File: src/hw/rtl/tmprof_pkg.sv
// shared types, constants and interface structs of the trapezoidal motion profile
`default_nettype none

package tmprof_pkg;

	// field widths
	localparam int POS_W    = 32;
	localparam int VEL_W    = 32;
	localparam int LIMIT_W  = 31;
	localparam int DT_W     = 24;
	localparam int CFG_IDX_W = 1;
	localparam int CFG_DATA_W = 32;

	// square root: one result bit per step
	localparam int SQRT_STEPS = 32;
	localparam int SQRT_CNT_W = $clog2(SQRT_STEPS);

	// snap window, raw Q16.16 (0.01)
	localparam logic [31:0] SNAP_LIMIT = 32'd655;

	// configuration register indexes
	typedef enum logic [CFG_IDX_W-1:0] {
		REG_MAX_VELOCITY = 1'b0,
		REG_MAX_ACCEL    = 1'b1
	} cfg_reg_t;

	// multiplier operand selection
	typedef enum logic [1:0] {
		MUL_SAFE = 2'd0,
		MUL_DMAX = 2'd1,
		MUL_INC  = 2'd2
	} mul_sel_t;

	// input beat
	typedef struct packed {
		logic                    mode;
		logic signed [POS_W-1:0] target_position;
		logic signed [POS_W-1:0] start_position;
		logic [DT_W-1:0]         tick_duration;
	} in_beat_t;

	// output beat
	typedef struct packed {
		logic signed [POS_W-1:0] setpoint_position;
		logic signed [VEL_W-1:0] setpoint_velocity;
	} out_beat_t;

	// controller to datapath
	typedef struct packed {
		logic     capture;
		logic     mul_en;
		mul_sel_t mul_sel;
		logic     sqrt_load;
		logic     sqrt_step;
		logic     slew;
		logic     update;
		logic     out_load;
	} cmd_t;

	// datapath to controller
	typedef struct packed {
		logic is_reset;
		logic dt_zero;
	} status_t;

endpackage

`default_nettype wire

File: src/hw/rtl/tmprof_ctrl.sv
// sequencing state machine of the trapezoidal motion profile
`default_nettype none

module tmprof_ctrl (
	input  wire logic               clk,
	input  wire logic               arst_n,
	input  wire logic               in_valid,
	output logic                    in_ready,
	output logic                    out_valid,
	input  wire logic               out_ready,
	input  wire tmprof_pkg::status_t status,
	output tmprof_pkg::cmd_t        cmd
);

	typedef enum logic [8:0] {
		ST_IDLE   = 9'b000000001,
		ST_MSAFE  = 9'b000000010,
		ST_SQLOAD = 9'b000000100,
		ST_SQRT   = 9'b000001000,
		ST_MDMAX  = 9'b000010000,
		ST_SLEW   = 9'b000100000,
		ST_MINC   = 9'b001000000,
		ST_UPDATE = 9'b010000000,
		ST_EMIT   = 9'b100000000
	} state_t;

	state_t                            state_q, state_d;
	logic [tmprof_pkg::SQRT_CNT_W-1:0] cnt_q;
	logic                              out_valid_q;
	logic                              accept;
	logic                              slot_free;

	assign in_ready  = (state_q == ST_IDLE);
	assign accept    = in_valid && in_ready;
	assign slot_free = !out_valid_q || out_ready;
	assign out_valid = out_valid_q;

	// next state and commands
	always_comb begin
		state_d       = state_q;
		cmd           = '0;
		cmd.mul_sel   = tmprof_pkg::MUL_SAFE;
		cmd.capture   = accept;
		case (state_q)
			ST_IDLE: begin
				if (accept) begin
					if (status.is_reset || status.dt_zero) begin
						state_d = ST_EMIT;
					end else begin
						state_d = ST_MSAFE;
					end
				end
			end
			ST_MSAFE: begin
				cmd.mul_en  = 1'b1;
				cmd.mul_sel = tmprof_pkg::MUL_SAFE;
				state_d     = ST_SQLOAD;
			end
			ST_SQLOAD: begin
				cmd.sqrt_load = 1'b1;
				state_d       = ST_SQRT;
			end
			ST_SQRT: begin
				cmd.sqrt_step = 1'b1;
				if (cnt_q == '0) begin
					state_d = ST_MDMAX;
				end
			end
			ST_MDMAX: begin
				cmd.mul_en  = 1'b1;
				cmd.mul_sel = tmprof_pkg::MUL_DMAX;
				state_d     = ST_SLEW;
			end
			ST_SLEW: begin
				cmd.slew = 1'b1;
				state_d  = ST_MINC;
			end
			ST_MINC: begin
				cmd.mul_en  = 1'b1;
				cmd.mul_sel = tmprof_pkg::MUL_INC;
				state_d     = ST_UPDATE;
			end
			ST_UPDATE: begin
				cmd.update = 1'b1;
				state_d    = ST_EMIT;
			end
			ST_EMIT: begin
				if (slot_free) begin
					cmd.out_load = 1'b1;
					state_d      = ST_IDLE;
				end
			end
			default: begin
				state_d = ST_IDLE;
			end
		endcase
	end

	// state, step counter and output valid
	always_ff @(posedge clk or negedge arst_n) begin
		if (!arst_n) begin
			state_q     <= ST_IDLE;
			cnt_q       <= '0;
			out_valid_q <= 1'b0;
		end else begin
			state_q <= state_d;
			if (state_q == ST_SQLOAD) begin
				cnt_q <= tmprof_pkg::SQRT_CNT_W'(tmprof_pkg::SQRT_STEPS - 1);
			end else if (state_q == ST_SQRT) begin
				cnt_q <= cnt_q - 1'b1;
			end
			if (cmd.out_load) begin
				out_valid_q <= 1'b1;
			end else if (out_ready) begin
				out_valid_q <= 1'b0;
			end
		end
	end

	// a waiting result beat is never overwritten
	a_no_overwrite: assert property (@(posedge clk) disable iff (!arst_n)
		cmd.out_load |-> (!out_valid_q || out_ready))
		else $error("result beat overwritten");

	// the root runs its full count before leaving
	a_sqrt_len: assert property (@(posedge clk) disable iff (!arst_n)
		(state_q == ST_SQRT && cnt_q != '0) |=> (state_q == ST_SQRT))
		else $error("square root cut short");

	// a plain tick beat starts the arithmetic sequence
	a_tick_start: assert property (@(posedge clk) disable iff (!arst_n)
		(accept && !status.is_reset && !status.dt_zero) |=> (state_q == ST_MSAFE))
		else $error("tick beat did not start the sequence");

	// no new beat is taken while a step is in flight
	a_one_item: assert property (@(posedge clk) disable iff (!arst_n)
		(state_q == ST_SQRT) |-> !in_ready)
		else $error("input taken during computation");

endmodule

`default_nettype wire

File: src/hw/rtl/tmprof_dpath.sv
// datapath: state, limits, shared multiplier, square root and update logic
`default_nettype none

module tmprof_dpath (
	input  wire logic                                clk,
	input  wire logic                                arst_n,
	input  wire tmprof_pkg::in_beat_t                in_data,
	input  wire logic                                cfg_valid,
	input  wire logic [tmprof_pkg::CFG_IDX_W-1:0]    cfg_index,
	input  wire logic [tmprof_pkg::CFG_DATA_W-1:0]   cfg_data,
	input  wire tmprof_pkg::cmd_t                    cmd,
	output tmprof_pkg::status_t                      status,
	output tmprof_pkg::out_beat_t                    out_data
);

	// state and limits
	logic signed [31:0] pos_q, vel_q;
	logic [30:0]        vmax_q, amax_q;

	// item context
	logic signed [31:0] target_q;
	logic [23:0]        dt_q;
	logic [31:0]        adist_q;
	logic               dist_neg_q;

	// multiplier and root
	logic [63:0] prod_q;
	logic [63:0] x_q;
	logic [33:0] rem_q;
	logic [31:0] res_q;

	tmprof_pkg::out_beat_t out_q;

	// saturate a 34-bit signed sum to 32 bits
	function automatic logic signed [31:0] sat32(input logic signed [33:0] v);
		logic signed [31:0] r;
		if (v > 34'sh0_7FFF_FFFF) begin
			r = 32'sh7FFF_FFFF;
		end else if (v < -34'sh0_8000_0000) begin
			r = 32'sh8000_0000;
		end else begin
			r = v[31:0];
		end
		return r;
	endfunction

	// distance to target at 33 bits
	logic signed [32:0] dist_full;
	logic [32:0]        dist_mag;
	always_comb begin
		dist_full = 33'(signed'(in_data.target_position)) - 33'(signed'(pos_q));
		dist_mag  = dist_full[32] ? 33'(-dist_full) : 33'(dist_full);
	end

	assign status.is_reset = in_data.mode;
	assign status.dt_zero  = (in_data.tick_duration == '0);

	// speed magnitude
	logic [32:0] vel_neg;
	logic [31:0] vel_mag;
	always_comb begin
		vel_neg = -{vel_q[31], vel_q};
		vel_mag = vel_q[31] ? vel_neg[31:0] : vel_q;
	end

	// shared multiplier operands
	logic [31:0] op_a, op_b;
	always_comb begin
		case (cmd.mul_sel)
			tmprof_pkg::MUL_SAFE: begin
				op_a = {1'b0, amax_q};
				op_b = adist_q;
			end
			tmprof_pkg::MUL_DMAX: begin
				op_a = {1'b0, amax_q};
				op_b = {8'd0, dt_q};
			end
			tmprof_pkg::MUL_INC: begin
				op_a = vel_mag;
				op_b = {8'd0, dt_q};
			end
			default: begin
				op_a = '0;
				op_b = '0;
			end
		endcase
	end

	// one root bit per step
	logic [35:0] sq_sh, sq_trial, sq_diff;
	always_comb begin
		sq_sh    = {rem_q, x_q[63:62]};
		sq_trial = {2'b00, res_q, 2'b01};
		sq_diff  = sq_sh - sq_trial;
	end

	// velocity slew toward the ideal speed
	logic [30:0]        ideal_mag, dmax;
	logic signed [33:0] ideal_s, vel_s, err_s;
	logic [33:0]        err_mag;
	logic signed [31:0] vel_slew;
	always_comb begin
		ideal_mag = (res_q < {1'b0, vmax_q}) ? res_q[30:0] : vmax_q;
		ideal_s   = dist_neg_q ? -$signed({3'b000, ideal_mag}) : $signed({3'b000, ideal_mag});
		vel_s     = 34'(vel_q);
		err_s     = ideal_s - vel_s;
		err_mag   = err_s[33] ? 34'(-err_s) : 34'(err_s);
		dmax      = prod_q[54:24];
		if (err_mag <= {3'b000, dmax}) begin
			vel_slew = ideal_s[31:0];
		end else if (!err_s[33]) begin
			vel_slew = sat32(vel_s + $signed({3'b000, dmax}));
		end else begin
			vel_slew = sat32(vel_s - $signed({3'b000, dmax}));
		end
	end

	// position integration with rounding, and the snap window
	logic [56:0]        rnd;
	logic [32:0]        inc;
	logic signed [33:0] sinc, pos_sum;
	logic               snap;
	always_comb begin
		rnd     = prod_q[56:0] + 57'(1 << 23);
		inc     = rnd[56:24];
		sinc    = vel_q[31] ? -$signed({1'b0, inc}) : $signed({1'b0, inc});
		pos_sum = 34'(pos_q) + sinc;
		snap    = (adist_q <= tmprof_pkg::SNAP_LIMIT) && (vel_mag <= tmprof_pkg::SNAP_LIMIT);
	end

	// state and configuration
	always_ff @(posedge clk or negedge arst_n) begin
		if (!arst_n) begin
			pos_q  <= '0;
			vel_q  <= '0;
			vmax_q <= '0;
			amax_q <= '0;
		end else begin
			if (cfg_valid) begin
				case (cfg_index)
					tmprof_pkg::REG_MAX_VELOCITY: vmax_q <= cfg_data[30:0];
					tmprof_pkg::REG_MAX_ACCEL:    amax_q <= cfg_data[30:0];
					default: begin
					end
				endcase
			end
			if (cmd.capture && in_data.mode) begin
				pos_q <= in_data.start_position;
				vel_q <= '0;
			end else if (cmd.slew) begin
				vel_q <= vel_slew;
			end else if (cmd.update) begin
				if (snap) begin
					pos_q <= target_q;
					vel_q <= '0;
				end else begin
					pos_q <= sat32(pos_sum);
				end
			end
		end
	end

	// item context, products, root and output register
	always_ff @(posedge clk) begin
		if (cmd.capture) begin
			target_q   <= in_data.target_position;
			dt_q       <= in_data.tick_duration;
			adist_q    <= dist_mag[31:0];
			dist_neg_q <= dist_full[32];
		end
		if (cmd.mul_en) begin
			prod_q <= 64'(op_a) * 64'(op_b);
		end
		if (cmd.sqrt_load) begin
			x_q   <= {prod_q[62:0], 1'b0};
			rem_q <= '0;
			res_q <= '0;
		end else if (cmd.sqrt_step) begin
			x_q <= {x_q[61:0], 2'b00};
			if (sq_sh >= sq_trial) begin
				rem_q <= sq_diff[33:0];
				res_q <= {res_q[30:0], 1'b1};
			end else begin
				rem_q <= sq_sh[33:0];
				res_q <= {res_q[30:0], 1'b0};
			end
		end
		if (cmd.out_load) begin
			out_q.setpoint_position <= pos_q;
			out_q.setpoint_velocity <= vel_q;
		end
	end

	assign out_data = out_q;

endmodule

`default_nettype wire

File: src/hw/rtl/trapezoidal_motion_profile.sv
// Single-axis trapezoidal setpoint generator, signed Q16.16 position and velocity.
// A tick beat passes from acceptance to the next input ready through a capture,
// three multiplies on one shared 32x32 multiplier, and the square root of
// 2*a*|distance|, which produces one result bit per cycle. A reset beat or
// a tick with zero duration goes from acceptance straight to the emit state, which
// loads the output register. A finished result sits in an output register, so the
// next beat is taken while the previous result still waits to be read.
// Configuration writes are accepted in any cycle and are meant for idle periods.
`default_nettype none

module trapezoidal_motion_profile (
	input  wire logic                              clk,
	input  wire logic                              arst_n,
	input  wire logic                              in_valid,
	output logic                                   in_ready,
	input  wire tmprof_pkg::in_beat_t              in_data,
	output logic                                   out_valid,
	input  wire logic                              out_ready,
	output tmprof_pkg::out_beat_t                  out_data,
	input  wire logic                              cfg_valid,
	output logic                                   cfg_ready,
	input  wire logic [tmprof_pkg::CFG_IDX_W-1:0]  cfg_index,
	input  wire logic [tmprof_pkg::CFG_DATA_W-1:0] cfg_data
);

	tmprof_pkg::cmd_t    cmd;
	tmprof_pkg::status_t status;

	// register writes always taken
	assign cfg_ready = 1'b1;

	// sequencing
	tmprof_ctrl u_ctrl (
		.clk       (clk),
		.arst_n    (arst_n),
		.in_valid  (in_valid),
		.in_ready  (in_ready),
		.out_valid (out_valid),
		.out_ready (out_ready),
		.status    (status),
		.cmd       (cmd)
	);

	// arithmetic and state
	tmprof_dpath u_dpath (
		.clk       (clk),
		.arst_n    (arst_n),
		.in_data   (in_data),
		.cfg_valid (cfg_valid && cfg_ready),
		.cfg_index (cfg_index),
		.cfg_data  (cfg_data),
		.cmd       (cmd),
		.status    (status),
		.out_data  (out_data)
	);

endmodule

`default_nettype wire
File: config.mk
export PLATFORM = sky130hd
export DESIGN_NAME = trapezoidal_motion_profile
export DESIGN_NICKNAME = d
export VERILOG_FILES = /design/src/hw/rtl/tmprof_pkg.sv /design/src/hw/rtl/tmprof_ctrl.sv /design/src/hw/rtl/tmprof_dpath.sv /design/src/hw/rtl/trapezoidal_motion_profile.sv
export SDC_FILE = /design/constraint.sdc
export NUM_CORES = 2
export LEC_CHECK = 0
export BUFFER_PORTS_ARGS = -buffer_cell sky130_fd_sc_hd__buf_2
export CAP_MARGIN = 20
export CORE_MARGIN = 2
export CORE_UTILIZATION = 60
export CTS_CLUSTER_SIZE = 14
export DETAILED_ROUTE_END_ITERATION = 16
export GPL_ROUTABILITY_DRIVEN = 0
export PLACE_DENSITY = 0.77
export SLEW_MARGIN = 20
export SYNTH_ARGS = -nofsm -noshare
export SYNTH_HDL_FRONTEND = slang
export SYNTH_SLANG_ARGS = --single-unit
File: constraint.sdc
create_clock -name clk -period 11.35 [get_ports clk]
set_input_delay 0.5675 -clock clk [delete_from_list [all_inputs] [get_ports clk]]
set_output_delay 0.5675 -clock clk [all_outputs]
set_load 0.005 [all_outputs]
==> impl_results.md <==
* Status: complete, no violations
* Die area at 116000 um2
* Area share of the largest cell type after synthesis at 26.5%
* Synth top cells by count: nand2_1 (1216), inv_1 (1214), fa_1 (900), ha_1 (524), nor2_1 (479)
* WP data arrival at 11.48 ns
* Synth cell types at 118
* Register area share after synthesis at 19.4%
* Synth area leaders: fa_1 (26%), edfxtp_1 (12%), ha_1 (9.6%)
* Most frequent cell after synthesis: nand2_1
* Final nets at 9474
* Max clock buf depth at 3
* DRC violation count after routing at 0
* H-tree lvl count at 2
* First-pass GRT wire length at 352000 um
* I/O Buffers at around 190
* Syn Area/Cell at 8.72 um2
* GR Util All Layers at 39.8%
* Vias at between 60000 and 70000
* Max-slew violations at 0
* Syn Inst Count at around 8000
* CTS tree: done
* CTS Buf Count at 57
* DRT Pass-1 Iters at 7
* Number of synthesized flops with an enable pin at 279
* Root buf cell: clkbuf_16
* Area of the mapped netlist at 68000 um2
* Die height at 341 um
* Setup Crit Path Kind: reg2reg
* Syn nets at 9352
* Post-synth top flop: edfxtp_1
* Routed WL at 232000 um
* Hold Vio Cnt, Final at 0
* CTS Sinks at 486
* Synth async-reset ratio at 29.0%
* Final period utilization at between 90% and 100%
* IO Pins at 194
* # fillers at 9000
* HPWL Detailed at 186000 um
* Clk pin slew, worst setup/hold paths at around 0.060 ns
* Final setup violating endpoints at 0
* Vias in the first global route at 59800
* Row count at 123
* Worst min path class: in2reg
* Cell taking the most area after synthesis: fa_1
* MaxCap Viol Count at 0
* Final Util at 65.5%
* Number of vias per cell at between 6 and 7
* Seq cells post-synth at 486
* Final ANT Viol Nets at 0
* Max frequency at 90.6 MHz
* Clock Skew at approximately 0.092 ns
* Share of cells above drive strength 1 at roughly 8.6%
* CP startpoint kind: flop
* Initial antenna violation count at 23
* Slew headroom at between 10% and 20%
* Worst setup EP type: flop
* Gr ovfl total at 0
* Avg WL per Cell at 24.5 um
* Core Box Area at 112000 um2
* Top cell by count, worst path: fa_1
* DR iter-0 viols at between 7000 and 8000
* Starting density of the core at about three fifths
* Worst-path fanout max at 18
* Warnings, synthesis at 0
* Worst path slowest cell: fa_1
* Worst path max stage delay at roughly 0.59 ns
* Post-layout min period at roughly 11 ns
* DIE WIDTH at about 340 um
* Area grow syn2layout at 8.36%
* Clk_lat worst skew at 0.74 ns
* Critical Path RT at 11.79 ns
* Measured slew at the worst slew-check pin at 1.31 ns
* Largest net degree at the start of global routing at 80
==> cells in the final DEF, fill, tap and decap left out, types with 59 or more instances in the layout <==
cell	n
ha_1	522
o21ai_0	329
buf_4	209
dfxtp_1	66
fa_1	900
nand2_1	1216
nor2b_1	87
buf_2	190
nor3_1	117
edfxtp_1	279
clkbuf_16	59
nand3_1	132
a21oi_1	355
inv_1	1213
a21o_1	145
xnor2_1	291
xor2_1	99
nor2_1	476
dfrtp_1	139
==> final cells by class <==
type	count	area, um2	share of cell area, %
multi-input cells	5748	49200	66.7
flip-flops and latches	486	13200	17.9
inverters	1218	4570	6.20
repair buffers	412	2730	3.70
well taps	1500	1880	2.55
clock buffers	73	1600	2.17
clock inverters	35	474	0.643
diodes	15	37.5	0.0509
==> sequential cells by signal, summed over array words and instances, names as in the netlist <==
| signal | count |
|---|---|
| u_ctrl.out_valid | 1 |
| u_ctrl.cnt_q | 5 |
| u_dpath.vel_q | 32 |
| u_dpath.adist_q | 32 |
| u_dpath.pos_q | 32 |
| u_dpath.rem_q | 34 |
| u_dpath.amax_q | 31 |
| u_ctrl.state_q | 9 |
| u_dpath.x_q | 63 |
| u_dpath.target_q | 32 |
| u_dpath.dist_neg_q | 1 |
| u_dpath.out_data | 64 |
| u_dpath.prod_q | 63 |
| u_dpath.dt_q | 24 |
| u_dpath.res_q | 32 |
| u_dpath.vmax_q | 31 |
==> path summary, 6_finish.rpt <==
path	cells past startpoint	from	to	slack, ns
worst max-delay path	35	u_dpath.vel_q[3]$_DFFE_PN0P_	u_dpath.prod_q[61]$_DFFE_PP_	0.31
worst min-delay path	1	in_data[17]	u_dpath.dt_q[17]$_DFFE_PP_	0.06
worst max register to register	35	u_dpath.vel_q[3]$_DFFE_PN0P_	u_dpath.prod_q[61]$_DFFE_PP_	0.31
worst min register to register	2	u_dpath.rem_q[2]$_SDFFE_PP0P_	u_dpath.rem_q[2]$_SDFFE_PP0P_	0.49
max in group asynchronous	3	arst_n	u_dpath.amax_q[12]$_DFFE_PN0P_	9.31
min in group asynchronous	2	arst_n	u_dpath.pos_q[26]$_DFFE_PN0P_	0.47
==> through the flow <==
step / worst slack [ns] / hold WS [ns] / instance area (um2) / TNS (ns) / std cells
detailed placement: -0.131 / 0.481 / 71400 / -0.291 / 9361
global placement: 0.113 / 0.448 / 71400 / 0 / 9361
floorplan: 0.883 / 0.272 / 68000 / 0 / 7801
CTS: 0.0163 / 0.0399 / 73500 / 0 / 9471
finish: 0.312 / 0.0594 / 73700 / 0 / 9487
global route: -0.0930 / 0.0590 / 73700 / -0.870 / 9485
==> per-layer routing <==
metal / up-vias / wire length, um / GRT usage (%)
met1: 29100 / 82100 / 50.7
met5: - / 80 / 0
met4: 6 / 19600 / 26.6
met3: 1051 / 33400 / 13.0
met2: 4311 / 96900 / 58.1
li1: 25900 / - / -
==> worst max-delay path: cells and delay by family (launching register included) <==
family | cells | cell delay (ns)
and+or+nand+nor | 6 | 1.75
DFF | 1 | 0.56
AOI/OAI and AO/OA | 12 | 2.50
adders and majority gates | 9 | 4.62
xor gates and xnor gates | 2 | 0.33
buffers and inverters | 6 | 0.99
==> logic make-up after synthesis <==
| kind of cell | after synthesis | share of synthesized area [%] |
|---|---|---|
| simple gates | 2417 | 15.9 |
| buf+inv | 1568 | 8.77 |
| compound gates | 1457 | 13.7 |
| fa+ha+maj | 1424 | 36.1 |
| flops | 486 | 19.4 |
| xor+xnor | 396 | 5.21 |
| mux | 52 | 0.831 |
| other cells | 1 | 0.00551 |
==> repair_timing <==
action | in CTS | in global routing
buffers inserted | 0 | 1
resized for setup | 2 | 28
hold buffers | 1 | 0
pin swaps | 1 | 1
hold endpoints to repair | 68 | 0
endpoints found under the setup margin | 21 | 46
cloned | 1 | 0
Power is left out: the tool's default activity adds up to more than one toggle a clock period on the data nets, which glitch-free logic cannot reach.
